[config.mk]
export PLATFORM = sky130hd
export DESIGN_NAME = hlmdb_mul
export DESIGN_NICKNAME = d
export VERILOG_FILES = /design/src/hdl/hlmdb_pkg.sv /design/src/hdl/hlmdb_mul.sv
export SDC_FILE = /design/constraint.sdc
export NUM_CORES = 2
export LEC_CHECK = 0
export ABC_AREA = 1
export BUFFER_PORTS_ARGS = -buffer_cell sky130_fd_sc_hd__buf_4
export CAP_MARGIN = 20
export CORE_UTILIZATION = 56
export CTS_CLUSTER_SIZE = 16
export DETAILED_ROUTE_END_ITERATION = 10
export GPL_ROUTABILITY_DRIVEN = 0
export PLACE_DENSITY = 0.76
export REMOVE_ABC_BUFFERS = 1
export SETUP_SLACK_MARGIN = 0.02
export SYNTH_ARGS = -nofsm -noshare
export SYNTH_HDL_FRONTEND = slang
export SYNTH_SLANG_ARGS = --single-unit
[constraint.sdc]
create_clock -name clk_i -period 10 [get_ports clk_i]
set_input_delay 1 -clock clk_i [delete_from_list [all_inputs] [get_ports clk_i]]
set_output_delay 1 -clock clk_i [all_outputs]
set_load 0.02 [all_outputs]
[src/hdl/hlmdb_pkg.sv]
// Package for the hemisphere lidar min-depth binner.
// Holds widths, register indexes, CORDIC angle table, sequencer states and unit result structs.
// No dependencies.
package hlmdb_pkg;

  localparam int COORD_W      = 20;
  localparam int OFF_W        = 13;
  localparam int LIM_W        = 12;
  localparam int DIFF_W       = 22;
  localparam int ANG_W        = 26;
  localparam int PROD_W       = 2 * ANG_W;
  localparam int SUM_W        = 42;
  localparam int SQ_W         = 44;
  localparam int ROOT_W       = SQ_W / 2;
  localparam int REM_W        = ROOT_W + 1;
  localparam int CORDIC_STEPS = 20;
  localparam int STEP_W       = 5;

  localparam logic signed [ANG_W-1:0] HALF_TURN = ANG_W'(8388608);
  localparam logic signed [ANG_W-1:0] POLAR_MAX = ANG_W'(3728270);
  localparam logic [LIM_W-1:0]        FAR_RESET = LIM_W'(2500);

  // Register indexes on the configuration port
  localparam logic [2:0] REG_FRONT_X = 3'd0;
  localparam logic [2:0] REG_FRONT_Y = 3'd1;
  localparam logic [2:0] REG_FRONT_Z = 3'd2;
  localparam logic [2:0] REG_REAR_X  = 3'd3;
  localparam logic [2:0] REG_REAR_Y  = 3'd4;
  localparam logic [2:0] REG_REAR_Z  = 3'd5;
  localparam logic [2:0] REG_NEAR    = 3'd6;
  localparam logic [2:0] REG_FAR     = 3'd7;

  // atan(2^-i) in units of 2^-24 turn
  localparam int ATAN_TAB [CORDIC_STEPS] = '{
    2097152, 1238021, 654136, 332050, 166669, 83416, 41718, 20860, 10430,
    5215, 2608, 1304, 652, 326, 163, 81, 41, 20, 10, 5
  };

  typedef struct packed {
    logic              done;
    logic [ROOT_W-1:0] root;
    logic [REM_W-1:0]  rem;
  } sqrt_res_t;

  typedef struct packed {
    logic                    done;
    logic signed [ANG_W-1:0] ang;
  } cordic_res_t;

  typedef enum logic [18:0] {
    S_CLEAR  = 19'h00001,
    S_IDLE   = 19'h00002,
    S_MUL_X  = 19'h00004,
    S_MUL_Y  = 19'h00008,
    S_MUL_Z  = 19'h00010,
    S_MUL_N  = 19'h00020,
    S_MUL_F  = 19'h00040,
    S_CHECK  = 19'h00080,
    S_SQRT_R = 19'h00100,
    S_SQRT_P = 19'h00200,
    S_CORD_P = 19'h00400,
    S_CORD_A = 19'h00800,
    S_IDX_P  = 19'h01000,
    S_IDX_A  = 19'h02000,
    S_IDX_C  = 19'h04000,
    S_MEM_RD = 19'h08000,
    S_MEM_WR = 19'h10000,
    S_RD_REQ = 19'h20000,
    S_RD_OUT = 19'h40000
  } state_e;

endpackage

[src/hdl/hlmdb_mul.sv]
// Shared signed multiplier with a registered product.
// Depends on hlmdb_pkg for operand widths.
module hlmdb_mul import hlmdb_pkg::*; (
  input  logic                     clk_i,
  input  logic signed [ANG_W-1:0]  a_i,
  input  logic signed [ANG_W-1:0]  b_i,
  output logic signed [PROD_W-1:0] p_o
);

  logic signed [PROD_W-1:0] p_q;

  always_ff @(posedge clk_i) begin
    p_q <= a_i * b_i;
  end

  assign p_o = p_q;

endmodule

# Word level (Yosys, flattened, before mapping)
# Index checks and enable logic that the tools add are counted.
[word_totals]
reg_bits = 52
latchBits = 0
ramBits = 0
rom_bits = 0
in_bits = 53
out_inout_bits = 52
wordCells = 2
n_memories = 0
[classes]
add_sub_neg = 0
n_mul = 1
n_div = 0
n_lt_le_gt_ge = 0
eq_ne = 0
shift = 0
muxes = 0
bitwise_logic = 0
n_reduce_logical = 0
[op_table]
columns = ["cell", "count"]
rows = [
  ["26-bit by 26-bit multiplier with 52-bit output", 1],
]

# Logic depth before layout (Yosys ltp)
[logic_depth]
ltp_word = 1
depth_mapped = 31
mapped_depth_nobuf = 29

# Least setup slack after synthesis
# No wires, ideal clock.
[synth_path]
path_type = "input -> register"
from = "input port a_i[25]"
to = "register p_q[47], in the netlist p_o[47]"
setup_time_ps = 113
arrival_ps = 7039
required_time_ps = 9887
setup_slack_ps = 2849
path_stages = 24
cell_sequence = "clkbuf_1 -> clkbuf_1 -> nand2_1 -> inv_1 -> fa_1 -> fa_1 -> inv_1 -> fa_1 -> inv_1 -> fa_1 -> inv_1 -> fa_1 -> inv_1 -> fa_1 -> fa_1 -> ha_1 -> nand2_1 -> inv_1 -> nand2_1 -> nor3_1 -> nand2_1 -> o21bai_1 -> nand4_1 -> nand2_1"
[synth_via]
elab_chain_cells = 1
[synth_lines]
columns = ["item", "line_no", "source"]
rows = [
  ["from (decl)", "hlmdb_mul.sv:5", "input logic signed [ANG_W-1:0] a_i,"],
  ["26-bit by 26-bit multiplier with 52-bit output", "hlmdb_mul.sv:13", "p_q <= a_i * b_i;"],
  ["to (signal assigned)", "hlmdb_mul.sv:13", ""],
  ["to (decl)", "hlmdb_mul.sv:10", "logic signed [PROD_W-1:0] p_q;"],
]
# No other way between the ends.

# Worst setup path after layout
[layout_path]
from = "input port b_i[2]"
to = "register p_q[51], in the netlist p_o[51]"
[layout_via]
elab_chain_cells = 1
[layout_lines]
columns = ["item", "line_no", "source"]
rows = [
  ["from (decl)", "hlmdb_mul.sv:6", "input logic signed [ANG_W-1:0] b_i,"],
  ["26-bit by 26-bit multiplier with 52-bit output", "hlmdb_mul.sv:13", ""],
]
# No other way between the ends.

==> results_dict.tcl <==
set metrics [dict create \
    whs_ns 1.13 \
    drive_gt1_share_pct 4.29 \
    synth_area_leaders "fa_1 (52%), inv_1 (16%), nand2_1 (13%)" \
    die_y_um 223 \
    synth_sequential_area_ratio_pct 3.80 \
    crit_top_cell "fa_1" \
    synth_warnings 0 \
    critPathCaptureType "flip-flop" \
    cts_sinks 52 \
    via_count 20987 \
    setup_viol 0 \
    dp_cells 4060 \
    synth_cell_types 34 \
    max-cap-violations 0 \
    register_area_um2 1040 \
    core_um2 47900 \
    pin_count 105 \
    ys.flop_type "dfxtp_1" \
    cts.htree.levels 2 \
    multi_input_area_um2 21500 \
    worst_pin_slew_ns 0.837 \
    finalNonFillerCells 4068 \
    area_growth_pct 4.12 \
    clockRootBuffer "clkbuf_16" \
    track_usage_pct 29.3 \
    grt_pass1_vias 23037 \
    nets 4361 \
    overflow 0 \
    setup_tns_ns 0 \
    crit_fanout 26 \
    syn_inst 3495 \
    drt_pre_antenna_iters 6 \
    path_buf_inv 4 \
    die_area_um2 49800 \
    cts_buffers 5 \
    final_cell_mix "inv_1 (1139), nand2_1 (958), fa_1 (710)" \
    relSlewSlack_pct 44.1 \
    dpl_cell_area_um2 28400 \
    synth_top_area_share_pct 51.9 \
    routed_wirelength_mm 67.8 \
    viasPerCell 5.16 \
    crit_path_end "p_o[51]" \
    cpLargestDelayFamily "adder cells" \
    crit_chain "buf_4, nand2_1, inv_1, fa_1, fa_1, inv_1, fa_1, inv_1, fa_1, fa_1, fa_1, fa_1, ha_1, nand2_1, nor2_1, nand2_1, nor3b_2, nand2_1, a21oi_1, nor2_1, nand3_1, nand2_1" \
    place.detailed.hpwl_mm 57.0 \
    num_rows 80 \
    synth_area_um2 27400 \
    cts_resized 0 \
    ys_async_sr_fraction_pct 0 \
    fill_cells 4218 \
    clock.fmax_mhz 137 \
    avgRoutedWirePerCell_um 16.7 \
    rsz0062_at_grt "no" \
    largest_reg_flops 52 \
    clk_pin_slew_ns 0.08 \
    slowest_stage "fa_1" \
    portBuffers 104 \
    crit_path_start_kind "primary input" \
    cts_tree "done" \
    startpoint "b_i[2]" \
    ant_nets 0 \
    hold_class "in2reg" \
    finalHoldViolations 0 \
    worst_path_largest_cell_delay_ns 0.70 \
    syn_avg_cell_area_um2 7.84 \
    grt_max_degree 27 \
    hold_buffers 0 \
    crit_required_ns 10.22 \
    outcome "completed" \
    finalMaxSlewViolations 0 \
    grt_pass1_wl_mm 115 \
    fin_crit_ns 7.28 \
    postLayoutCellArea_um2 28500 \
    crit_cells 22 \
    drt_iter0_drc 1454 \
    critical_path_class "in2reg" \
    ys_ff_latch 52 \
    drc 0 \
    synth_edf_count 0 \
    die_w_um 223 \
    yosysTopAreaCell "fa_1" \
    post_cts_buffers 0 \
    crit_arrival_ns 7.50 \
    clockBufferDepth 2 \
    start_util_pct 57.1 \
    antenna_found_initial 3 \
    fin_crit_sh_pct 72.8 \
    final_common_cell "inv_1" \
    diodes 0 \
]
## tightest hold or removal path, delay by kind of cell
kind                   cells  cell delay [ns]
buffers and inverters      2             0.26
and+or+nand+nor            1             0.12
## cells by family after synthesis
kind of cell | synth area share (%)
buf+inv | 17.8
compound gates | 1.91
simple gates | 16.8
flops | 3.80
fa+ha+maj | 58.6
xor+xnor | 1.15
## how the worst min path moves through the flow
stage | start | end | slack (ns) | cells past startpoint
after floorplan | a_i[0] | p_o[0] | 1.09 | 2
after global placement | p_o[24] | p_o[24] | 1.41 | 1
after detailed placement | p_o[24] | p_o[24] | 1.41 | 1
after CTS | b_i[0] | p_o[0] | 1.11 | 3
after global routing | b_i[0] | p_o[0] | 1.15 | 3
final | b_i[0] | p_o[0] | 1.13 | 3
## layout make-up
| class | count | area share [%] |
|---|---|---|
| Multi-Input combinational cell | 2144 | 75.3 |
| Tap cell | 615 | 2.70 |
| Clock buffer | 5 | 0.439 |
| Sequential cell | 52 | 3.65 |
| Inverter | 1144 | 15.1 |
| Timing Repair Buffer | 105 | 2.76 |
| Clock inverter | 3 | 0.0922 |
## per-stage QoR
step / setup WS (ns) / util [%]
finish: 2.72 / 59.5
global route: 2.38 / 59.5
CTS: 2.78 / 59.5
detailed placement: 2.48 / 59.2
global placement: 2.62 / 59.2
floorplan: 3.33 / -
## routing by layer
layer | part of all wire (%) | GRT usage, % | up-vias
met3 | 7.6 | 3.91 | 168
li1 | - | - | 9487
met5 | 0.012 | 0 | -
met1 | 40 | 37.8 | 10495
met2 | 49 | 51.2 | 835
met4 | 3.5 | 9.63 | 2
## Yosys cell counts (4+ instances only)
master and n:
nor2_1 82, nand3_1 52, clkbuf_1 155, nand2_1 958, nand2_2 8, nor2_2 9, or2_2 4, ha_1 146
fa_1 710, dfxtp_1 52, nand4_1 19, o21ai_0 18, xnor2_1 8, o21bai_1 12, xor2_1 28, o21ai_1 6
nor3_1 8, a21oi_1 56, inv_1 1139
Power is left out: the tool's default activity adds up to more than one toggle a clock period on the data nets, which glitch-free logic cannot reach.
