`config.mk`:
```
export PLATFORM = sky130hd
export DESIGN_NAME = hlmdb_cordic
export DESIGN_NICKNAME = d
export VERILOG_FILES = /design/src/hdl/hlmdb_pkg.sv /design/src/hdl/hlmdb_cordic.sv
export SDC_FILE = /design/constraint.sdc
export NUM_CORES = 1
export LEC_CHECK = 0
export BUFFER_PORTS_ARGS = -buffer_cell sky130_fd_sc_hd__buf_2
export CAP_MARGIN = 15
export CORE_MARGIN = 4
export CORE_UTILIZATION = 50
export DETAILED_ROUTE_END_ITERATION = 12
export PLACE_DENSITY_LB_ADDON = 0.25
export SYNTH_ARGS = -nofsm -noshare
export SYNTH_HDL_FRONTEND = slang
export SYNTH_SLANG_ARGS = --single-unit
```
`constraint.sdc`:
```
create_clock -name clk_i -period 17.2 [get_ports clk_i]
set_input_delay 2.58 -clock clk_i [delete_from_list [all_inputs] [get_ports clk_i]]
set_output_delay 2.58 -clock clk_i [all_outputs]
set_load 0.02 [all_outputs]
```
`src/hdl/hlmdb_pkg.sv`:
```
// Package for the hemisphere lidar min-depth binner.
// Holds widths, register indexes, CORDIC angle table, sequencer states and unit result structs.
// No dependencies.
package hlmdb_pkg;

  localparam int COORD_W      = 20;
  localparam int OFF_W        = 13;
  localparam int LIM_W        = 12;
  localparam int DIFF_W       = 22;
  localparam int ANG_W        = 26;
  localparam int PROD_W       = 2 * ANG_W;
  localparam int SUM_W        = 42;
  localparam int SQ_W         = 44;
  localparam int ROOT_W       = SQ_W / 2;
  localparam int REM_W        = ROOT_W + 1;
  localparam int CORDIC_STEPS = 20;
  localparam int STEP_W       = 5;

  localparam logic signed [ANG_W-1:0] HALF_TURN = ANG_W'(8388608);
  localparam logic signed [ANG_W-1:0] POLAR_MAX = ANG_W'(3728270);
  localparam logic [LIM_W-1:0]        FAR_RESET = LIM_W'(2500);

  // Register indexes on the configuration port
  localparam logic [2:0] REG_FRONT_X = 3'd0;
  localparam logic [2:0] REG_FRONT_Y = 3'd1;
  localparam logic [2:0] REG_FRONT_Z = 3'd2;
  localparam logic [2:0] REG_REAR_X  = 3'd3;
  localparam logic [2:0] REG_REAR_Y  = 3'd4;
  localparam logic [2:0] REG_REAR_Z  = 3'd5;
  localparam logic [2:0] REG_NEAR    = 3'd6;
  localparam logic [2:0] REG_FAR     = 3'd7;

  // atan(2^-i) in units of 2^-24 turn
  localparam int ATAN_TAB [CORDIC_STEPS] = '{
    2097152, 1238021, 654136, 332050, 166669, 83416, 41718, 20860, 10430,
    5215, 2608, 1304, 652, 326, 163, 81, 41, 20, 10, 5
  };

  typedef struct packed {
    logic              done;
    logic [ROOT_W-1:0] root;
    logic [REM_W-1:0]  rem;
  } sqrt_res_t;

  typedef struct packed {
    logic                    done;
    logic signed [ANG_W-1:0] ang;
  } cordic_res_t;

  typedef enum logic [18:0] {
    S_CLEAR  = 19'h00001,
    S_IDLE   = 19'h00002,
    S_MUL_X  = 19'h00004,
    S_MUL_Y  = 19'h00008,
    S_MUL_Z  = 19'h00010,
    S_MUL_N  = 19'h00020,
    S_MUL_F  = 19'h00040,
    S_CHECK  = 19'h00080,
    S_SQRT_R = 19'h00100,
    S_SQRT_P = 19'h00200,
    S_CORD_P = 19'h00400,
    S_CORD_A = 19'h00800,
    S_IDX_P  = 19'h01000,
    S_IDX_A  = 19'h02000,
    S_IDX_C  = 19'h04000,
    S_MEM_RD = 19'h08000,
    S_MEM_WR = 19'h10000,
    S_RD_REQ = 19'h20000,
    S_RD_OUT = 19'h40000
  } state_e;

endpackage

```
`src/hdl/hlmdb_cordic.sv`:
```
// Vectoring CORDIC atan2, one micro-rotation per cycle, angle in 2^-24 turn.
// Depends on hlmdb_pkg for the angle table, widths and the result struct.
module hlmdb_cordic import hlmdb_pkg::*; (
  input  logic                    clk_i,
  input  logic                    rst_ni,
  input  logic                    start_i,
  input  logic signed [ANG_W-1:0] x_i,
  input  logic signed [ANG_W-1:0] y_i,
  output cordic_res_t             res_o
);

  logic                    busy_q, done_q;
  logic [STEP_W-1:0]       i_q;
  logic signed [ANG_W-1:0] x_q, y_q, ang_q;
  logic signed [ANG_W-1:0] dx, dy, step_ang;
  logic                    last_step;

  assign dx        = y_q >>> i_q;
  assign dy        = x_q >>> i_q;
  assign step_ang  = ANG_W'(ATAN_TAB[i_q]);
  assign last_step = (i_q == STEP_W'(CORDIC_STEPS - 1));

  always_ff @(posedge clk_i or negedge rst_ni) begin
    if (!rst_ni) begin
      busy_q <= 1'b0;
      done_q <= 1'b0;
    end else if (start_i) begin
      // a zero y settles at once
      busy_q <= (y_i != '0);
      done_q <= (y_i == '0);
    end else if (busy_q) begin
      busy_q <= !last_step;
      done_q <= last_step;
    end else begin
      done_q <= 1'b0;
    end
  end

  always_ff @(posedge clk_i) begin
    if (start_i) begin
      i_q <= '0;
      if (y_i == '0) begin
        ang_q <= (x_i < 0) ? HALF_TURN : '0;
        x_q   <= x_i;
        y_q   <= y_i;
      end else if (x_i < 0) begin
        // fold the left half-plane onto the right
        ang_q <= (y_i > 0) ? HALF_TURN : -HALF_TURN;
        x_q   <= -x_i;
        y_q   <= -y_i;
      end else begin
        ang_q <= '0;
        x_q   <= x_i;
        y_q   <= y_i;
      end
    end else if (busy_q) begin
      i_q <= i_q + STEP_W'(1);
      if (y_q >= 0) begin
        x_q   <= x_q + dx;
        y_q   <= y_q - dy;
        ang_q <= ang_q + step_ang;
      end else begin
        x_q   <= x_q - dx;
        y_q   <= y_q + dy;
        ang_q <= ang_q - step_ang;
      end
    end
  end

  assign res_o.done = done_q;
  assign res_o.ang  = ang_q;

endmodule

```
Word-level counts from Yosys, hierarchy flattened
Memory sizes are Yosys's and may differ from the RTL's. Cells that the tools add are included.

Logic and storage cells: 51. Register bits: 85. Memories kept: 1. Output and inout port bits: 27. Bits of input ports: 55. Memory bits (read-only): 1024.

Memory list: (no name shown) (words 32, width 32, read ports 1, clocked after memory_dff 0, wr ports 0, RTL line hlmdb_cordic.sv:20) `assign step_ang = ANG_W'(ATAN_TAB[i_q]);`.

Reduce and logical (&&, ||, !) cells: 4. Eq/ne operators: 1. Bitwise gates (word level): 1. Shift-type cells: 2. $add $sub $neg: 9. Magnitude comparators: 4. Multiplexer cells: 23.

Operators with widths (count): 2-to-1 mux 26 bit (18); adder 26 bit (3); subtractor 26 bit (3); negator 26 bit (2); >>> shifter 26 x 5 -> 26 bit (2); greater-or-equal comparator 26 x 1 -> 1 bit (second input constant) (1); greater-than comparator 26 x 1 -> 1 bit (second input constant) (1); zero test 26 bit (1); less-than comparator 26 x 1 -> 1 bit (second input constant) (1); nonzero test 26 bit (1); 2-to-1 mux 24 bit (1); greater-or-equal comparator 6 bit (second input constant) (1); NOT 5 -> 6 bit (1); adder 5 x 1 -> 5 bit (second input constant) (1); == test 5 bit (second input constant) (1); 2-to-1 mux 1 bit (4); nonzero test 2 bit (1); zero test 1 bit (1).

Depth between registers and ports, before layout
Depth in word-level cells: 8. Depth in mapped cells: 27. Gate-level depth less buffers: 22.

Least setup slack after synthesis
OpenSTA, ideal clock, no wires.

Path type: input-to-reg. Start: input port y_i[0]. End: register y_q[13], data pin. Stages: 13. Arrival time: 5.368 ns. Buffers on the path: 2. Slack: 11.561 ns. Library setup time: 0.270 ns. Required time: 16.930 ns. Cell sequence: inv_1 ha_1 or3b_2 nor4_1 nand3_1 or4_1 or3_1 and2_1 clkbuf_1 clkbuf_1 nand2_1 xor2_1 a21oi_1.

Word-level cells in the longest chain between the ends: 4. Elaborated cells between the ends (all ways): 5. Classes of those cells: add/sub (1); mux (3); reduce/logical (1).

RTL lines: from (decl) (RTL line hlmdb_cordic.sv:8) `input logic signed [ANG_W-1:0] y_i,`; negator 26 bit (RTL line hlmdb_cordic.sv:50) `y_q <= -y_i;`; 2-to-1 mux 26 bit (RTL line hlmdb_cordic.sv:46) `end else if (x_i < 0) begin`; 2-to-1 mux 26 bit (*) (RTL line hlmdb_cordic.sv:42) `if (y_i == '0) begin`; 2-to-1 mux 26 bit (*) (RTL line hlmdb_cordic.sv:40) `if (start_i) begin`; to (signal assigned) (RTL line hlmdb_cordic.sv:45) `y_q <= y_i;`; to (signal assigned) (RTL line hlmdb_cordic.sv:50); to (signal assigned) (RTL line hlmdb_cordic.sv:54) `y_q <= y_i;`; to (decl) (RTL line hlmdb_cordic.sv:14) `logic signed [ANG_W-1:0] x_q, y_q, ang_q;`.

Every way passes the cells marked *; elsewhere a longest branch is shown, timed or not. A chain may end at the register's enable or synchronous reset.

Worst setup path in the final report
Start: register i_q[2]. End: register x_q[22], data pin.

Word-level cells in the longest chain between the ends: 5. Elaborated cells between the ends (all ways): 6. Classes of those cells: add/sub (2); shift (1); mux (3).

RTL lines: from (decl) (RTL line hlmdb_cordic.sv:13) `logic [STEP_W-1:0] i_q;`; from (signal assigned) (RTL line hlmdb_cordic.sv:57) `i_q <= i_q + STEP_W'(1);`; >>> shifter 26 x 5 -> 26 bit (*) (RTL line hlmdb_cordic.sv:18) `assign dx = y_q >>> i_q;`; subtractor 26 bit or adder 26 bit (tied branches) (RTL line hlmdb_cordic.sv:63, hlmdb_cordic.sv:59); 2-to-1 mux 26 bit (*) (RTL line hlmdb_cordic.sv:58) `if (y_q >= 0) begin`; 2-to-1 mux 26 bit (*) (RTL line hlmdb_cordic.sv:56) `end else if (busy_q) begin`; 2-to-1 mux 26 bit (*) (RTL line hlmdb_cordic.sv:40); to (signal assigned) (RTL line hlmdb_cordic.sv:44) `x_q <= x_i;`; to (signal assigned) (RTL line hlmdb_cordic.sv:59) `x_q <= x_q + dx;`; to (signal assigned) (RTL line hlmdb_cordic.sv:63) `x_q <= x_q - dx;`; to (decl) (RTL line hlmdb_cordic.sv:14).

Every way passes the cells marked *; elsewhere a longest branch is shown, timed or not. The select of a mux whose other input is x is not followed.

==> reports/metrics.yaml <==
grt_max_degree: 79
initial_core_util_pct: 51.43
fin_crit_sh_pct: 39.36
setup_viol: 0
r2r-start: "i_q[2]"
hold_viol_final: 0
cp_max_fo: 64
fin_tns_setup_ns: 0
cts_buffers: 9
fin_util_pct: 54.68
status: "completed"
reg2reg_to: "x_q[22]"
rows: 58
drv_cap: 0
yosysUniqueCellTypes: 92
drc: 0
stdcell_count: 1906
syn_nets: 1703
post-cts-setup-buffer-count: 0
io_buffers: 81
async_flop_share_pct: 2.353
hold_buffers: 0
die_x_um: 169.9
ys_seq_elements: 85
wl_per_cell_um: 20.46
antenna_found_initial: 0
max_freq_mhz: 147.7
root_buffer: "clkbuf_16"
ioPinCount: 82
relSlewSlack_pct: 22.21
crit_type: "reg2reg"
htree_levels: 3
synthCells: 1555
worstSkewPairLatency_ns: 0.36
yosys_warnings: 0
end_kind: "flop"
syn_area_um2: 13100
dieArea_um2: 28850
die_h_um: 169.9
ctsResizeCount: 0
crit_arrival_ns: 6.87
multi_input_area_um2: 10020
min_path_type: "reg2reg"
gp_congestion: 1.004
clk_pin_slew_ns: 0.07
cts_tree: "built"
numPlacedInstances: 1890
dp_hpwl_mm: 29.19
synth_enable_flop_cells: 78
max-clock-path-buffers: 2
timing.critical_path.from: "i_q[2]"
diodes: 0
ant_nets: 0
finalClockSkew_ns: 0.01096
routed_via_density: 6.562
synth_area_per_cell_um2: 8.424
worst_pin_slew_ns: 1.166
cp_num_buf_inv: 3
synth-main-ff-cell: "edfxtp_1"
layout.cells.most_common_list: "135 x nor2_1, 134 x nand2_1, 123 x o21ai_0"
crit_chain: "buf_4, inv_1, nor2_1, a222oi_1, o221ai_2, inv_1, ha_1, mux2_2, fa_1, a21o_1, a21oi_1, o21ai_0, and3_1, a221oi_1, o31ai_1, o41ai_1, o21ba_2, xor2_1, mux2i_1"
grt_overflow: 0
syn_to_final_growth_pct: 6.313
num-nets-final: 1719
ff_latch_area_um2: 2501
rsz0062_at_grt: "false"
reg2regPathDepth: 19
numClockSinks: 85
cp-endpoint: "x_q[22]"
critPathSlowestCell: "dfxtp_2"
critPathRequiredTime_ns: 17.30
slew_viol_final: 0
dr_total_vias: 12510
drive_above_1_share_pct: 14.97
startpoint_type: "flop"
fillers: 2412
crit_cells: 19
ff2ff_setup_slack_ns: 10.43
global_route.usage.total_pct: 26.49
wl_mm: 39.00
crit_top_cell: "inv_1"
first_global_vias: 11900
mostFrequentLayoutCell: "nor2_1"
cp_slowest_stage_delay_ns: 0.79
crit_family: "compound AO/OA/AOI/OAI gates"
grt_pass1_wl_mm: 62.48
fin_crit_ns: 6.770
drt-pass1-iter-count: 8
coreArea_um2: 25470
drt_iter0_drc: 1519
seq_area_frac_synth_pct: 19.03
==> cell families after synthesis <==
family / count (synthesis) / share of synthesized area (%)
AOI/OAI and AO/OA: 480 / 23.67
and+or+nand+nor: 463 / 17.48
xor gates and xnor gates: 171 / 11.43
buffers and inverters: 136 / 4.489
muxes: 127 / 14.85
adders and majority gates: 93 / 9.054
DFF: 85 / 19.03
==> routing by layer <==
| metal | up-vias | global-route usage [%] | share of wire (%) |
|---|---|---|---|
| met5 | - | 0 | 0 |
| met4 | 0 | 11.48 | 4.8 |
| met3 | 124 | 4.111 | 7.6 |
| met2 | 601 | 42.86 | 45 |
| met1 | 5903 | 35.27 | 42 |
| li1 | 5879 | - | - |
==> cell type report <==
| cell class | instances | area share [%] |
|---|---|---|
| clock inverters | 3 | 0.1437 |
| clock buffers | 13 | 1.878 |
| multi-input cells | 1334 | 71.96 |
| inverters | 45 | 1.213 |
| flip-flops and latches | 85 | 17.96 |
| repair buffers | 96 | 3.881 |
| well taps | 330 | 2.965 |
==> registers in the layout, indices dropped and copies added, names as in the netlist <==
name,count
done_q,1
y_q,26
i_q,5
x_q,26
ang_q,26
busy_q,1
==> worst reg2reg max path, cell delays in order (launching register included) <==
cell	delay (ns)
dfxtp_2	0.79
buf_4	0.70
inv_1	0.58
nor2_1	0.21
a222oi_1	0.15
o221ai_2	0.31
inv_1	0.08
ha_1	0.28
mux2_2	0.30
fa_1	0.44
a21o_1	0.18
a21oi_1	0.30
o21ai_0	0.13
and3_1	0.21
a221oi_1	0.64
o31ai_1	0.24
o41ai_1	0.45
o21ba_2	0.20
xor2_1	0.22
mux2i_1	0.10
==> Yosys cell counts, drive strengths merged (17+ instances only) <==
cell type	count	area, µm²
a21o	32	240.2
a21oi	120	604.3
mux2	36	409.1
mux2i	42	432.9
o21ai	125	625.6
clkbuf	51	192.7
a211oi	28	215.2
ha	90	1126
nor2	135	506.7
a31oi	17	106.4
nor3	25	125.1
inv	42	157.7
edfxtp	78	2342
nand2b	29	181.4
buf	40	226.5
nand3	21	105.1
xnor2	104	910.9
xor2	67	586.8
nand2	134	503.0
o31ai	30	239.0
mux4	49	1104
==> worst min path at each step <==
stage,startpoint,endpoint,slack (ns),depth (start not counted)
2_1_floorplan,i_q[2],i_q[2],0.56,2
3_3_place_gp,i_q[0],i_q[0],0.58,2
3_5_place_dp,i_q[4],done_q,0.60,2
4_1_cts,i_q[4],done_q,0.61,2
5_1_grt,i_q[4],done_q,0.63,2
6_report,i_q[4],done_q,0.61,2
==> stage by stage <==
stage | hold WS [ns] | setup slack, ns | area, µm²
final | 0.6108 | 10.43 | 13930
after global routing | 0.6267 | 10.07 | 13930
after CTS | 0.6088 | 10.62 | 13930
after detailed placement | 0.6001 | 10.58 | 13650
after floorplan | 0.5562 | 11.56 | 13100
after global placement | 0.5830 | 10.63 | 13620
Power is not shown: default switching activity piles up to over one toggle a cycle in this logic, so the estimate is an artifact.
