File: config.mk
export PLATFORM = sky130hd
export DESIGN_NAME = hlmdb_sqrt
export DESIGN_NICKNAME = d
export VERILOG_FILES = /design/src/hdl/hlmdb_pkg.sv /design/src/hdl/hlmdb_sqrt.sv
export SDC_FILE = /design/constraint.sdc
export NUM_CORES = 1
export LEC_CHECK = 0
export BUFFER_PORTS_ARGS = -buffer_cell sky130_fd_sc_hd__buf_4
export CAP_MARGIN = 5
export CORE_MARGIN = 5
export CORE_UTILIZATION = 56
export DETAILED_ROUTE_END_ITERATION = 10
export GPL_TIMING_DRIVEN = 0
export PLACE_DENSITY = 0.78
export SYNTH_ARGS = -nofsm -noshare
export SYNTH_HDL_FRONTEND = slang
export SYNTH_SLANG_ARGS = --single-unit
File: constraint.sdc
create_clock -name clk_i -period 7.2 [get_ports clk_i]
set_input_delay 0.72 -clock clk_i [delete_from_list [all_inputs] [get_ports clk_i]]
set_output_delay 0.72 -clock clk_i [all_outputs]
set_load 0.1 [all_outputs]
File: src/hdl/hlmdb_pkg.sv
// Package for the hemisphere lidar min-depth binner.
// Holds widths, register indexes, CORDIC angle table, sequencer states and unit result structs.
// No dependencies.
package hlmdb_pkg;

  localparam int COORD_W      = 20;
  localparam int OFF_W        = 13;
  localparam int LIM_W        = 12;
  localparam int DIFF_W       = 22;
  localparam int ANG_W        = 26;
  localparam int PROD_W       = 2 * ANG_W;
  localparam int SUM_W        = 42;
  localparam int SQ_W         = 44;
  localparam int ROOT_W       = SQ_W / 2;
  localparam int REM_W        = ROOT_W + 1;
  localparam int CORDIC_STEPS = 20;
  localparam int STEP_W       = 5;

  localparam logic signed [ANG_W-1:0] HALF_TURN = ANG_W'(8388608);
  localparam logic signed [ANG_W-1:0] POLAR_MAX = ANG_W'(3728270);
  localparam logic [LIM_W-1:0]        FAR_RESET = LIM_W'(2500);

  // Register indexes on the configuration port
  localparam logic [2:0] REG_FRONT_X = 3'd0;
  localparam logic [2:0] REG_FRONT_Y = 3'd1;
  localparam logic [2:0] REG_FRONT_Z = 3'd2;
  localparam logic [2:0] REG_REAR_X  = 3'd3;
  localparam logic [2:0] REG_REAR_Y  = 3'd4;
  localparam logic [2:0] REG_REAR_Z  = 3'd5;
  localparam logic [2:0] REG_NEAR    = 3'd6;
  localparam logic [2:0] REG_FAR     = 3'd7;

  // atan(2^-i) in units of 2^-24 turn
  localparam int ATAN_TAB [CORDIC_STEPS] = '{
    2097152, 1238021, 654136, 332050, 166669, 83416, 41718, 20860, 10430,
    5215, 2608, 1304, 652, 326, 163, 81, 41, 20, 10, 5
  };

  typedef struct packed {
    logic              done;
    logic [ROOT_W-1:0] root;
    logic [REM_W-1:0]  rem;
  } sqrt_res_t;

  typedef struct packed {
    logic                    done;
    logic signed [ANG_W-1:0] ang;
  } cordic_res_t;

  typedef enum logic [18:0] {
    S_CLEAR  = 19'h00001,
    S_IDLE   = 19'h00002,
    S_MUL_X  = 19'h00004,
    S_MUL_Y  = 19'h00008,
    S_MUL_Z  = 19'h00010,
    S_MUL_N  = 19'h00020,
    S_MUL_F  = 19'h00040,
    S_CHECK  = 19'h00080,
    S_SQRT_R = 19'h00100,
    S_SQRT_P = 19'h00200,
    S_CORD_P = 19'h00400,
    S_CORD_A = 19'h00800,
    S_IDX_P  = 19'h01000,
    S_IDX_A  = 19'h02000,
    S_IDX_C  = 19'h04000,
    S_MEM_RD = 19'h08000,
    S_MEM_WR = 19'h10000,
    S_RD_REQ = 19'h20000,
    S_RD_OUT = 19'h40000
  } state_e;

endpackage

File: src/hdl/hlmdb_sqrt.sv
// Bit-serial integer square root, two radicand bits per cycle, with remainder.
// Depends on hlmdb_pkg for widths and the result struct.
module hlmdb_sqrt import hlmdb_pkg::*; (
  input  logic            clk_i,
  input  logic            rst_ni,
  input  logic            start_i,
  input  logic [SQ_W-1:0] op_i,
  output sqrt_res_t       res_o
);

  logic            busy_q, done_q;
  logic [SQ_W-1:0] v_q, r_q, bit_q;
  logic [SQ_W-1:0] trial;
  logic            take;

  assign trial = r_q + bit_q;
  assign take  = (v_q >= trial);

  always_ff @(posedge clk_i or negedge rst_ni) begin
    if (!rst_ni) begin
      busy_q <= 1'b0;
      done_q <= 1'b0;
    end else if (start_i) begin
      busy_q <= 1'b1;
      done_q <= 1'b0;
    end else if (busy_q) begin
      busy_q <= !bit_q[0];
      done_q <= bit_q[0];
    end else begin
      done_q <= 1'b0;
    end
  end

  always_ff @(posedge clk_i) begin
    if (start_i) begin
      v_q   <= op_i;
      r_q   <= '0;
      bit_q <= SQ_W'(1) << (SQ_W - 2);
    end else if (busy_q) begin
      if (take) begin
        v_q <= v_q - trial;
        r_q <= (r_q >> 1) + bit_q;
      end else begin
        r_q <= r_q >> 1;
      end
      bit_q <= bit_q >> 2;
    end
  end

  assign res_o.done = done_q;
  assign res_o.root = r_q[ROOT_W-1:0];
  assign res_o.rem  = v_q[REM_W-1:0];

endmodule

# Word-level counts from Yosys, hierarchy flattened
# Index checks and enable logic that the tools add are counted.
# word_totals
inputBits,47
reg_bits,112
mem_count,0
elab_cells,21
ramBits,0
latch_bits,0
romBits,0
output_inout_bits,46
# classes
eq_ne,0
n_shift,0
bitwise_logic,0
n_div,0
magnitude_cmp,1
add_sub_neg,3
n_mux,8
n_reduce_logical,4
mul,0
# ops
cell,n
44-bit 2-to-1 mux,4
43-bit by 43-bit adder with 44-bit output,1
44-bit by 43-bit adder with 44-bit output,1
44-bit greater-or-equal comparator,1
44-bit subtractor,1
1-bit 2-to-1 mux,4
2-bit nonzero test,2
2-bit AND reduction,1
1-bit logical NOT,1

# Logic depth before layout (Yosys ltp)
# Gate-level depths: netlist (run 1).
# depth
depth_word,5
mapped_depth,24
depth_no_buf,21

# Worst setup path before layout (run 1)
# Ideal clock, no wire load.
# synth_timing
path_kind,reg-to-reg
startpoint,reg r_q[2]
endpoint,"reg v_q[0], enable pin"
path_buffers,2
path_stages_with_launch,21
t_required_ns,6.694
setup_time_ns,0.506
period_less_slack_ns,7.757
path_slack_ns,-0.557
t_arrival_ns,7.251
cell_sequence,dfxtp_1 ha_1 a31oi_1 a211oi_1 and3b_1 or2_2 a21boi_0 o21ba_2 o21a_1 o21ai_0 xnor2_1 ha_1 and2_0 and4_1 a22oi_1 a21oi_1 o21ai_0 or2_1 buf_4 buf_2 o21ai_0
# synth_via
elab_chain_len,4
# synth_rtl
item,line,text
start: declaration,hlmdb_sqrt.sv:12,"logic [SQ_W-1:0] v_q, r_q, bit_q;"
start signal: assignment,hlmdb_sqrt.sv:42,r_q <= (r_q >> 1) + bit_q;
start signal: assignment,hlmdb_sqrt.sv:44,r_q <= r_q >> 1;
44-bit by 43-bit adder with 44-bit output,hlmdb_sqrt.sv:16,assign trial = r_q + bit_q;
44-bit greater-or-equal comparator,hlmdb_sqrt.sv:17,assign take = (v_q >= trial);
2-bit nonzero test (no source line),-,
2-bit AND reduction (no source line),-,
end signal: assignment,hlmdb_sqrt.sv:36,v_q <= op_i;
end signal: assignment,hlmdb_sqrt.sv:41,v_q <= v_q - trial;
end: declaration,hlmdb_sqrt.sv:12,
# No other way between the ends.
# A chain may end at the register's enable or synchronous reset.

# Worst setup path in the final report (run 1)
# layout_timing
startpoint,reg r_q[2]
endpoint,"reg v_q[23], enable pin"
# Same word-level chain as after synthesis.

==> results of run 1 <==
-- registers in the layout, indices dropped and copies added (netlist names) --
register,cells
r_q,44
busy_q,1
bit_q,22
done_q,1
v_q,44
-- worst reg2reg max path, cell delays in order (launching register included) --
cell and delay [ns]:
dfxtp_1 0.49, ha_1 0.33, a21oi_1 0.25, o21ai_1 0.24, a2111oi_0 1.02, nor4_1 0.20
o21ai_0 0.39, nor2_1 0.06, o21ai_0 0.19, xor2_1 0.11, ha_1 0.39, and2_0 0.30
and4_1 0.25, a22oi_1 0.08, a21oi_1 0.34, o21ai_0 0.23, or2_1 0.24, buf_4 0.17
buf_2 0.23, o21ai_4 0.70, buf_16 0.26
-- routing by layer --
layer	wire (um)	part of all wire, %
met5	0	0
met4	1110	3.6
met3	2330	7.6
met2	14300	47
met1	12800	42
-- worst paths after layout --
check                                    start  slack (ns)                   to
max reg2reg                r_q[2]$_SDFFE_PP0P_        0.41    v_q[23]$_DFFE_PP_
min reg2reg                r_q[0]$_SDFFE_PP0P_        0.55  r_q[0]$_SDFFE_PP0P_
max                        r_q[2]$_SDFFE_PP0P_        0.41    v_q[23]$_DFFE_PP_
min                                     rst_ni        0.12     busy_q$_DFF_PN0_
max in group asynchronous               rst_ni        6.98     done_q$_DFF_PN0_
min in group clk_i         r_q[0]$_SDFFE_PP0P_        0.55  r_q[0]$_SDFFE_PP0P_
-- per-stage QoR --
step / power [mW] / instance area, sq um / cells / utilization (%) / TNS, ns
2_1_floorplan: 3.82 / 10200 / 1272 / - / 0
3_3_place_gp: 4.59 / 11200 / 1592 / 62.3 / -74.31
5_1_grt: 5.61 / 11500 / 1609 / 64.2 / 0
3_5_place_dp: 4.66 / 11200 / 1593 / 62.5 / 0
4_1_cts: 5.21 / 11500 / 1609 / 64.2 / 0
6_report: 5.27 / 11500 / 1609 / 64.2 / 0
-- cells by family (layout without fill, tap and decap cells) --
family	count (synthesis)	count (layout)
and+or+nand+nor	414	414
buffers and inverters	132	240
AOI/OAI and AO/OA	395	395
muxes	27	27
xor gates and xnor gates	101	101
DFF	112	112
adders and majority gates	91	91
-- layout make-up --
type,instances,area (sq um),share of cell area [%]
Multi-Input combinational cell,1028,6840,59.3
Clock buffer,11,243,2.10
Timing Repair Buffer,92,711,6.16
Inverter,22,82.6,0.716
Tap cell,229,287,2.48
Sequential cell,112,2690,23.3
Buffer,110,612,5.30
Clock inverter,5,63.8,0.553
-- cell usage in the layout (no fill, tap or decap), drive strengths merged, types with 9 or more instances in the layout --
cell type and n:
a31oi 35, nand2 150, buf 150, o21bai 18, a311oi 16, nor2b 14, clkbuf 63, o21a 9
edfxtp 44, dfxtp 66, and3 10, nor2 119, a211oi 33, nor3 20, a21o 22, o31ai 9
a21oi 88, ha 90, nand2b 13, mux2i 22, or3 18, xor2 54, inv 23, nand4 26
o21ai 99, xnor2 47, o211ai 11, nand3 16
-- power by group through the flow --
stage               Clock, mW  Combinational (mW)  Sequential (mW)
CTS                     0.547                3.61             1.06
global placement            0                3.50             1.09
floorplan                   0                2.78             1.04
global route            0.574                3.96             1.08
detailed placement          0                3.59             1.08
finish                  0.546                3.66             1.06
==> impl_metrics.yaml, run 1 <==
drt:
  final_antenna_net_count: 0
  wl_per_cell_um: 19.0
  via_per_inst: 6.24
  drt_pass1_iterations: 6
  wl_um: 30600
  via_count: 10047
  drc: 0
  drtIter0Drc: 883
worst_setup_path:
  worstPathArrival_ns: 6.86
  crit_cells: 20
  path_cells: "ha_1 -> a21oi_1 -> o21ai_1 -> a2111oi_0 -> nor4_1 -> o21ai_0 -> nor2_1 -> o21ai_0 -> xor2_1 -> ha_1 -> and2_0 -> and4_1 -> a22oi_1 -> a21oi_1 -> o21ai_0 -> or2_1 -> buf_4 -> buf_2 -> o21ai_4 -> buf_16"
  cp_max_fo: 24
  critPathCaptureType: "register"
  critPathSlowestCell: "a2111oi_0"
  cpPeakStageDelay_ns: 1.02
  crit_path_start_kind: "register"
  critical_path_buf_inv_count: 3
  path_class: "register to register"
  cp_top_family: "compound AO/OA/AOI/OAI gates"
  required_ns: 7.27
  crit_path_frequent_cell: "o21ai_0"
  r2r_cells: 20
die:
  io_pins: 93
  rows: 49
  start_util_pct: 56.9
  die_x_um: 145
  die_h_um: 145
  core_area_sq_um: 18000
  die-area_sq_um: 21000
clocking:
  cts_sinks: 112
  cts_root_buf: "clkbuf_16"
  cts_tree: "built"
  ctsHoldBuffers: 0
  insertion_delay_ns: 0.37
  htreeDepth: 3
  ctsResizeCount: 0
  postCtsSetupBuffers: 0
  cts.clk_slew.worst_paths_ns: 0.08
  numCtsBuffers: 9
  max-clock-path-buffers: 2
logic_synthesis:
  synth_compound_area_share_pct: 25.6
  synth-seq-cells: 112
  ys_seq_area_share_pct: 26.3
  synth_top_family_by_area: "compound AO/OA/AOI/OAI gates"
  yosysMostFrequentCell: "nand2_1"
  synthDistinctLibCells: 82
  yosys.area_share.adder_pct: 11.2
  synth_top_flop_cell: "dfxtp_1"
  synth_nets: 1410
  ys_warn_count: 0
  yosys.area_share.xor_xnor_pct: 8.66
  ys_top_cells_by_count: "nand2_1, nor2_1, o21ai_0, ha_1, a21oi_1"
  synth_edf_count: 44
  synth_simple_gate_area_share_pct: 18.7
  synth_area_sq_um: 10200
  syn_inst: 1272
  yosys.area.top_type_share_pct: 12.9
  yosys.area.top_type: "dfxtp_1"
  synth.avg_cell_area_sq_um: 8.03
  synth.area.top_cells: "dfxtp_1, edfxtp_1, ha_1"
  synth.mux.area_fraction_pct: 2.71
  async_flop_share_pct: 1.79
sta:
  period_needed_ns: 6.79
  rsz0062_at_grt: "false"
  worst_slack_ns: 0.408
  finalHoldViolations: 0
  tightestPinTransition_ns: 1.14
  fmax_ghz: 0.147
  relSlewSlack_pct: 22.4
  maxSlewViolCount: 0
  setup_viol: 0
  finClkSkew_ns: 0.0142
  timing.hold.ws_ns: 0.120
  post-route-period-util_pct: 94.3
grt:
  grt_overflow: 0
  grtUsageMet3_pct: 4.71
  grtUsageTotal_pct: 28.1
  grt_use_met2_pct: 46.4
  grt_max_degree: 25
  busiest_layer: "met2"
  grt_pass1_wl_um: 49200
  antenna_found_initial: 0
  grt_pass1_vias: 9539
  use_met1_pct: 36.4
pwr:
  sw_frac_of_total_pct: 52.9
  power.density_nw_per_um2: 457
  p_seq_share_pct: 20.2
  p_clk_share_pct: 10.4
  power.internal_mw: 2.48
  power.leakage_nw: 4.72
  pwr-share-comb_pct: 69.5
  p_sw_mw: 2.79
  peakVddDrop_uv: 358
min_path:
  hp-class: "input port to asynchronous set/reset pin"
final_layout:
  syn2layout_area_growth_pct: 12.9
  antenna_cells: 0
  drive_above_1_share_pct: 14.2
  nets: 1513
  fillers: 1561
status:
  status: "complete, no violations"
placement:
  routabilityCongestion: 0.954
  dpl_worst_slack_ns: 0.644
  io_buffer_count: 91
  dp_hpwl_um: 23500
job:
  max-cap-violations: 0
No activity file was read; power rests on OpenSTA's default activity.
==> inputs of run 2 (changes only) <==
Settings changed: ABC_AREA set to 1, CORE_UTILIZATION 56 to 57.
==> impl_metrics.yaml, run 2 <==
grt:
  grt_pass1_vias: 14151
  grtUsageTotal_pct: 35.0
  antenna_found_initial: 0
  grt_max_degree: 24
  grt_overflow: 0
  grt_pass1_wl_um: 71800
die:
  start_util_pct: 58.0
  core_area_sq_um: 21900
  die_h_um: 159
  rows: 54
  die_x_um: 159
  io_pins: 93
  die-area_sq_um: 25400
worst_setup_path:
  crit_path_start_kind: "register"
  crit_cells: 18
  r2r_cells: 18
  path_class: "register to register"
  worstPathArrival_ns: 5.42
  cpPeakStageDelay_ns: 0.51
  critical_path_buf_inv_count: 2
  required_ns: 7.32
  cp_top_family: "simple AND/OR/NAND/NOR gates"
  path_cells: "ha_1 -> nand2_1 -> nor3_1 -> inv_1 -> nor4_1 -> nand3_1 -> nand3_1 -> xor2_1 -> ha_1 -> nand2_1 -> o21ai_0 -> a21oi_1 -> nand2_1 -> nor2_4 -> nand2_8 -> nand2_2 -> nand2_2 -> buf_16"
  endpoint: "v_q[15]$_DFFE_PP_"
  critPathCaptureType: "register"
  crit_path_frequent_cell: "nand2_1"
  cp-startpoint: "r_q[34]$_SDFFE_PP0P_"
  r2r_slack_ns: 1.90
  r2r_start: "r_q[34]$_SDFFE_PP0P_"
  cp_max_fo: 23
  reg2reg_to: "v_q[15]$_DFFE_PP_"
  critPathSlowestCell: "nor4_1"
logic_synthesis:
  synth_top_family_by_area: "simple AND/OR/NAND/NOR gates"
  synth-seq-cells: 112
  ys_seq_area_share_pct: 21.2
  yosysMostFrequentCell: "nand2_1"
  yosys.area_share.adder_pct: 9.03
  ys_top_cells_by_count: "nand2_1, nor2_1, inv_1, nand3_1, a21oi_1"
  synth_nets: 2279
  synth_top_flop_cell: "dfxtp_1"
  synth_edf_count: 44
  syn_inst: 2141
  yosys.area_share.xor_xnor_pct: 4.83
  synth_area_sq_um: 12700
  yosys.area.top_type: "nand2_1"
  synthDistinctLibCells: 48
  ys_warn_count: 0
  yosys.area.top_type_share_pct: 20.2
  synth.area.top_cells: "nand2_1, dfxtp_1, edfxtp_1"
  synth.avg_cell_area_sq_um: 5.93
  synth.mux.area_fraction_pct: 0
  async_flop_share_pct: 1.79
  synth_simple_gate_area_share_pct: 39.6
  synth_compound_area_share_pct: 13.5
sta:
  finClkSkew_ns: 0.0191
  maxSlewViolCount: 0
  setup_viol: 0
  finalHoldViolations: 0
  rsz0062_at_grt: "false"
  fmax_ghz: 0.189
  tightestPinTransition_ns: 0.911
  post-route-period-util_pct: 73.6
  tns_ns: 0
  period_needed_ns: 5.30
  timing.hold.ws_ns: 0.106
  relSlewSlack_pct: 39.3
  worst_slack_ns: 1.90
clocking:
  cts_tree: "built"
  postCtsSetupBuffers: 0
  htreeDepth: 3
  cts_root_buf: "clkbuf_16"
  ctsResizeCount: 0
  ctsHoldBuffers: 0
  numCtsBuffers: 9
  insertion_delay_ns: 0.38
  max-clock-path-buffers: 2
  cts_sinks: 112
  cts.clk_slew.worst_paths_ns: 0.09
final_layout:
  fillers: 2088
  syn2layout_area_growth_pct: 10.9
  antenna_cells: 0
  final_cell_mix: "nand2_1, nor2_1, inv_1"
  top_regs: "r_q: 44 flops, v_q: 44 flops, bit_q: 22 flops"
  layout_commonest_cell: "nand2_1"
  final_cells: 2529
  drive_above_1_share_pct: 9.20
  nets: 2382
placement:
  placed_cells: 2513
  io_buffer_count: 91
  routabilityCongestion: 0.990
  dp_hpwl_um: 38300
  dpl_worst_slack_ns: 2.01
drt:
  via_per_inst: 5.80
  drt_pass1_iterations: 8
  wl_per_cell_um: 18.3
  via_count: 14671
  drtIter0Drc: 1854
  wl_um: 46300
  drc: 0
  final_antenna_net_count: 0
job:
  max-cap-violations: 0
pwr:
  p_seq_share_pct: 18.4
  power.density_nw_per_um2: 464
  sw_frac_of_total_pct: 57.8
  power.internal_mw: 2.76
  pwr-share-comb_pct: 73.2
  p_sw_mw: 3.77
  power.leakage_nw: 6.47
  p_clk_share_pct: 8.4
  peakVddDrop_uv: 472
status:
  status: "complete, no violations"
min_path:
  hp-class: "input port to asynchronous set/reset pin"
## run 2: cell count changes in the layout (fill, tap and decap cells not counted), moves of 25 or more
cell | before | now
a211oi_1 | 32 | 2
a21oi_1 | 86 | 147
a31oi_1 | 34 | 9
inv_1 | 21 | 239
nand2_1 | 149 | 683
nand3_1 | 16 | 174
nor2_1 | 119 | 244
o21ai_0 | 94 | 124
## run 2: worst min-delay path by stage
stage                     cells past startpoint  slack (ns)                   to                start
final                                         1        0.11     done_q$_DFF_PN0_               rst_ni
after global routing                          1        0.11     done_q$_DFF_PN0_               rst_ni
after CTS                                     1        0.11     done_q$_DFF_PN0_               rst_ni
after detailed placement                      1        0.51     done_q$_DFF_PN0_               rst_ni
after global placement                        2        0.49  r_q[0]$_SDFFE_PP0P_  r_q[0]$_SDFFE_PP0P_
after floorplan                               0        0.42     busy_q$_DFF_PN0_               rst_ni
## run 2: area by class of cell
| cell class | instances | area (sq um) | area share (%) |
|---|---|---|---|
| plain buffers | 99 | 586 | 4.16 |
| repair buffers | 92 | 711 | 5.05 |
| well taps | 280 | 350 | 2.49 |
| clock inverters | 6 | 67.6 | 0.480 |
| multi-input cells | 1689 | 8510 | 60.5 |
| inverters | 241 | 905 | 6.43 |
| flip-flops and latches | 112 | 2690 | 19.1 |
| clock buffers | 10 | 250 | 1.78 |
## run 2: per-stage QoR
step | total power, mW | cell area, sq um | utilization (%)
after floorplan | 4.69 | 12700 | -
after global placement | 5.74 | 13700 | 62.7
after detailed placement | 5.84 | 13800 | 62.8
after CTS | 6.40 | 14100 | 64.3
after global routing | 6.98 | 14100 | 64.3
final | 6.52 | 14100 | 64.3
## run 2: kinds of logic (layout without fill, tap and decap cells)
group | after synthesis | count (layout)
buffers and inverters | 340 | 448
AO/OA/AOI/OAI | 323 | 323
AND/OR/NAND/NOR | 1205 | 1205
adder cells (fa/ha/maj) | 91 | 91
flip-flops | 112 | 112
XOR/XNOR | 70 | 70
## run 2: worst register-to-register path, delay by kind of cell (launching register included)
family                   cells  cell delay (ns)
XOR/XNOR                     1             0.25
flip-flops                   1             0.43
AO/OA/AOI/OAI                2             0.31
buffers and inverters        2             0.49
AND/OR/NAND/NOR             11             2.80
adder cells (fa/ha/maj)      2             0.74
## run 2: power by group through the flow
stage	registers [mW]	logic [mW]	clock network [mW]
CTS	1.18	4.68	0.542
global route	1.22	5.19	0.566
detailed placement	1.20	4.65	0
global placement	1.20	4.54	0
floorplan	1.10	3.60	0
finish	1.20	4.77	0.549
## run 2: layer usage
| metal | global-route usage [%] | wire length (um) |
|---|---|---|
| met2 | 60.8 | 21800 |
| met4 | 20.7 | 3160 |
| met3 | 3.68 | 3680 |
| met5 | 0 | 0 |
| met1 | 41.8 | 17700 |
